--- src/hdl/lpcm_dly.sv ---
// ----------------------------------------------------------------------------
// Delay line
// Fixed-depth register chain that keeps side data aligned with the pipeline.
// ----------------------------------------------------------------------------
module lpcm_dly #(
  parameter int W = 8,
  parameter int N = 2
) (
  input  logic         clk,
  input  logic [W-1:0] d,
  output logic [W-1:0] q
);

  logic [W-1:0] tap_q [N];

  always_ff @(posedge clk) begin
    tap_q[0] <= d;
    for (int i = 1; i < N; i++) begin
      tap_q[i] <= tap_q[i-1];
    end
  end

  assign q = tap_q[N-1];

endmodule

--- config.mk ---
export PLATFORM = sky130hd
export DESIGN_NAME = lpcm_dly
export DESIGN_NICKNAME = d
export VERILOG_FILES = /design/src/hdl/lpcm_dly.sv
export SDC_FILE = /design/constraint.sdc
export NUM_CORES = 1
export LEC_CHECK = 0
export ABC_AREA = 1
export BUFFER_PORTS_ARGS = -buffer_cell sky130_fd_sc_hd__clkbuf_2
export CAP_MARGIN = 20
export CORE_AREA = 2 2 39 41
export DETAILED_ROUTE_END_ITERATION = 6
export DIE_AREA = 0 0 41 43
export PLACE_DENSITY = 0.55
export SYNTH_ARGS = -nofsm -noshare
export SYNTH_HDL_FRONTEND = slang
export SYNTH_SLANG_ARGS = --single-unit
--- constraint.sdc ---
create_clock -name clk -period 0.8 [get_ports clk]
set_input_delay 0.16 -clock clk [delete_from_list [all_inputs] [get_ports clk]]
set_output_delay 0.16 -clock clk [all_outputs]
set_load 0.1 [all_outputs]
==> flow_metrics.py, run 1 <==
metrics = {
    "timing": {
        "fin_crit_sh_pct": 119,
        "setup_tns_ns": -1.15,
        "tightest_slew_ns": 0.0806,
        "max_freq_mhz": 1050,
        "worst_slack_ns": -0.149,
        "drv_slew": 0,
        "finClkSkew_ns": 0.000197,
        "final.min_clock_period_ns": 0.949,
        "setup_viol": 8,
        "rsz0062_at_grt": "yes",
        "hold_viol": 0,
        "relSlewSlack_pct": 94.6,
    },
    "clocking": {
        "clk_pin_slew_ns": 0.08,
        "cts_buffers": 3,
        "ctsRootBufferMaster": "clkbuf_4",
        "clkLatencyLatePin_ns": 0.27,
        "cts_setup_buffers": 0,
        "cts.sinks": 16,
        "cts_htree_levels": 1,
        "clock_path_buffers": 2,
        "cts_tree": "built",
    },
    "synth": {
        "ys_seq_elements": 16,
        "syn_nets": 33,
        "synth.distinct_cells": 2,
        "avgSynthCellArea_um2": 15.8,
        "yosys_warnings": 0,
        "synth.yosys.seq_area_share_pct": 84.2,
        "syn-instance-count": 24,
        "synth_area_um2": 380,
    },
    "floorplan": {
        "die_h_um": 43,
        "row_count": 14,
        "core_area_um2": 1380,
        "die_area_um2": 1760,
        "die_w_um": 41,
        "start_util_pct": 27.5,
        "pin_count": 17,
    },
    "routing": {
        "vias": 197,
        "firstDrtPassIters": 1,
        "avgRoutedWirePerCell_um": 7.03,
        "ant_nets": 0,
        "vias_per_cell": 3.34,
        "drt_iter0_drc": 0,
        "drt-total-wl_um": 415,
        "drc": 0,
    },
    "finish": {
        "multi_input_cells": 0,
        "reg_top3": "tap_q x16",
        "final_util_pct": 47.2,
        "largest-register": "tap_q",
        "drive_gt1_share_pct": 62.8,
        "most-common-layout-cells": "dlygate4sd3_1 (8), clkbuf_2 (8), buf_12 (8), dfxtp_1 (8), dfxtp_2 (8)",
        "area_growth_pct": 71.7,
        "finalNonFillerCells": 59,
        "fin_nets": 54,
        "multi_input_comb_area_um2": 0,
        "nFillCells": 121,
        "largest_reg_flops": 16,
        "n_antenna_cell": 0,
    },
    "global_routing": {
        "grt_util_met1_pct": 5.03,
        "use_met3_pct": 3.14,
        "use_met2_pct": 8.44,
        "grt_overflow_total": 0,
        "grt_pass1_vias": 173,
        "grt_max_degree": 9,
        "busiest_layer": "met2",
        "grt_pass1_wl_um": 621,
        "grtUsageTotal_pct": 6.10,
        "antenna_found_initial": 0,
    },
    "placement": {
        "port_buffers": 16,
        "place_ws_ns": 0.118,
        "placedCellCount": 48,
        "gp_congestion": 0.551,
    },
    "setup_path": {
        "cp_cell_sequence": "buf_12",
        "crit_type": "register to output pin",
        "cp_slowest_cell": "dfxtp_2",
        "cp_num_buf_inv": 1,
        "crit_family": "flip-flops",
        "cp-start-kind": "register",
        "cp.arrival_ns": 0.79,
        "max_stage_delay_ns": 0.35,
        "critPathCaptureType": "output pin",
        "required_ns": 0.64,
        "worstPathMaxFanout": 1,
    },
    "run_status": {
        "status": "finished, violations left",
        "violations": "setup timing",
    },
    "pwr": {
        "leakage_nw": 0.291,
        "irDropWorstVdd_mv": 0.997,
        "p_per_area_nw_per_um2": 2360,
    },
    "worst_hold_path": {
        "hold_path.class": "register to register",
    },
    "job": {
        "max_cap_violations": 0,
    },
}
## cells in the mapped netlist
master	instances	area, um^2
buf_4	8	60.1
dfxtp_1	16	320
## report_power, final
part	switching (mW)	total (mW)	leakage (nW)	internal, mW
Clock	0.211	0.385	0.0138	0.174
Sequential	0.0199	0.863	0.135	0.843
Combinational	0.172	0.290	0.142	0.119
## logic make-up after synthesis
logic type	Yosys count	share of synthesized area (%)
flops	16	84.2
buf+inv	8	15.8
## area by class of cell
cell class / count / area, um^2 / area share, %
repair buffers: 24 / 280 / 42.9
flip-flops and latches: 16 / 330 / 50.6
clock buffers: 3 / 22.5 / 3.45
well taps: 16 / 20.0 / 3.07
## per-stage QoR
| stage | hold slack (ns) | power (mW) | instance area [um^2] |
|---|---|---|---|
| floorplan | 0.188 | 1.05 | 380 |
| global placement | 0.264 | 1.14 | 541 |
| detailed placement | 0.264 | 1.14 | 541 |
| CTS | 0.330 | 1.57 | 653 |
| global route | 0.334 | 1.62 | 653 |
| finish | 0.328 | 1.54 | 653 |
## layer usage
metal	vias up	wire [um]
li1	103	-
met2	12	206
met5	-	0
met4	0	0
met1	82	159
met3	0	49
## final timing paths
kind	startpoint	end	slack (ns)	depth (start not counted)
min	tap_q[0][6]	tap_q[0][14]	0.33	0
max	tap_q[0][11]	q[3]	-0.15	1
max reg2reg	tap_q[0][4]	tap_q[0][12]	0.40	0
min reg2reg	tap_q[0][6]	tap_q[0][14]	0.33	0
## what timing repair did
action | CTS | global route
gates resized for setup | 8 | 0
hold endpoints to repair | 8 | 0
endpoints found under the setup margin | 8 | 8
hold buffers | 8 | 0
pin swaps | 0 | 0
Note: power is estimated with default switching activity, not from simulation.
==> run 2: changes to the inputs <==
--- a/config.mk
+++ b/config.mk
@@ -11,7 +11,7 @@
 export CORE_AREA = 2 2 39 41
 export DETAILED_ROUTE_END_ITERATION = 6
 export DIE_AREA = 0 0 41 43
-export PLACE_DENSITY = 0.55
+export PLACE_DENSITY_LB_ADDON = 0.15
 export SYNTH_ARGS = -nofsm -noshare
 export SYNTH_HDL_FRONTEND = slang
 export SYNTH_SLANG_ARGS = --single-unit
==> flow_metrics.py, run 2 (synthesis gave the netlist of run 1 again) <==
metrics = {
    "run_status": {
        "status": "finished, violations left",
        "violations": "setup timing",
    },
    "floorplan": {
        "die_area_um2": 1760,
        "die_h_um": 43,
        "die_w_um": 41,
        "start_util_pct": 27.5,
        "core_area_um2": 1380,
        "pin_count": 17,
        "row_count": 14,
    },
    "job": {
        "max_cap_violations": 0,
    },
    "finish": {
        "multi_input_comb_area_um2": 0,
        "largest_reg_flops": 16,
        "fin_nets": 54,
        "multi_input_cells": 0,
        "largest-register": "tap_q",
        "area_growth_pct": 75.3,
        "nFillCells": 120,
        "n_antenna_cell": 0,
        "reg_top3": "tap_q x16",
        "most-common-layout-cells": "dlygate4sd3_1 (8), clkbuf_2 (8), buf_12 (8), dfxtp_1 (8), dfxtp_2 (8)",
        "drive_gt1_share_pct": 63.6,
        "finalNonFillerCells": 60,
    },
    "placement": {
        "place_ws_ns": 0.105,
        "gp_congestion": 0.489,
        "port_buffers": 16,
        "placedCellCount": 48,
    },
    "clocking": {
        "clk_pin_slew_ns": 0.09,
        "clock_path_buffers": 2,
        "cts_htree_levels": 1,
        "clkLatencyLatePin_ns": 0.27,
        "cts_tree": "built",
        "cts_buffers": 3,
        "ctsRootBufferMaster": "clkbuf_4",
        "cts.sinks": 16,
    },
    "pwr": {
        "leakage_nw": 0.298,
        "total_power_mw": 1.66,
        "p_per_area_nw_per_um2": 2490,
        "irDropWorstVdd_mv": 0.833,
    },
    "timing": {
        "tightest_slew_ns": 0.0856,
        "fin_crit_sh_pct": 119,
        "hold_viol": 0,
        "max_freq_mhz": 1050,
        "rsz0062_at_grt": "yes",
        "worst_slack_ns": -0.153,
        "setup_viol": 8,
        "finClkSkew_ns": 0.000582,
        "drv_slew": 0,
        "final.min_clock_period_ns": 0.953,
        "relSlewSlack_pct": 94.3,
    },
    "setup_path": {
        "r2r_setup_slack_ns": 0.39,
        "max_stage_delay_ns": 0.35,
        "cp_slowest_cell": "dfxtp_2",
        "cp_num_buf_inv": 1,
        "cp.depth": 1,
        "r2r-start": "tap_q[0][6]",
        "crit_family": "flip-flops",
        "required_ns": 0.64,
        "worstPathMaxFanout": 1,
        "cp.arrival_ns": 0.79,
        "rr_worst_depth": 0,
        "cp_cell_sequence": "buf_12",
        "reg2reg_to": "tap_q[0][14]",
        "crit_type": "register to output pin",
        "critPathCaptureType": "output pin",
        "cp-start-kind": "register",
    },
    "routing": {
        "ant_nets": 0,
        "firstDrtPassIters": 2,
        "avgRoutedWirePerCell_um": 7.37,
        "drc": 0,
        "drt-total-wl_um": 442,
        "drt_iter0_drc": 1,
        "vias": 206,
        "vias_per_cell": 3.43,
    },
    "global_routing": {
        "grt_pass1_wl_um": 800,
        "grt_pass1_vias": 213,
        "antenna_found_initial": 0,
        "grt_overflow_total": 0,
        "grt_max_degree": 10,
        "grtUsageTotal_pct": 7.68,
    },
    "worst_hold_path": {
        "holdPathEnd": "tap_q[0][15]",
        "hold_path.class": "register to register",
        "min_path_cells": 0,
        "min_from": "tap_q[0][7]",
    },
}
## run 2: what timing repair did
action | 4_1_cts | 5_1_grt
endpoints found under the setup margin | 8 | 8
resized for setup | 8 | 0
hold endpoints to repair | 8 | 0
hold buffers | 8 | 0
buffers inserted | 0 | 0
## run 2: stage by stage
step,TNS [ns],utilization (%),area [um^2],hold slack (ns)
floorplan,0,-,380,0.188
global placement,0,39.1,541,0.263
detailed placement,0,39.1,541,0.264
CTS,-1.41,48.2,667,0.331
global route,-1.54,48.2,667,0.338
finish,-1.21,48.2,667,0.329
## run 2: where the power goes
| group | switching, mW | leakage, nW | internal, mW |
|---|---|---|---|
| registers | 0.0199 | 0.135 | 0.843 |
| clock network | 0.230 | 0.0210 | 0.277 |
| logic | 0.172 | 0.142 | 0.119 |
## run 2: how the worst max path moves through the flow
| stage | from | to |
|---|---|---|
| floorplan | tap_q[0][8] | q[0] |
| global placement | tap_q[0][13] | q[5] |
| detailed placement | tap_q[0][12] | q[4] |
| CTS | tap_q[0][12] | q[4] |
| global route | tap_q[0][8] | q[0] |
| finish | tap_q[0][9] | q[1] |
## run 2: routing by layer
| layer | wire (um) | track usage [%] |
|---|---|---|
| met2 | 261 | 12.2 |
| met4 | 8 | 10.0 |
| met5 | 0 | 0 |
| met3 | 31 | 3.14 |
| met1 | 140 | 5.26 |
## run 2: final cells by class
type                    instances  area, um^2  share of cell area [%]
well taps                      16        20.0                    3.00
clock buffers                   4        36.3                    5.44
flip-flops and latches         16         330                    49.5
repair buffers                 24         280                    42.0
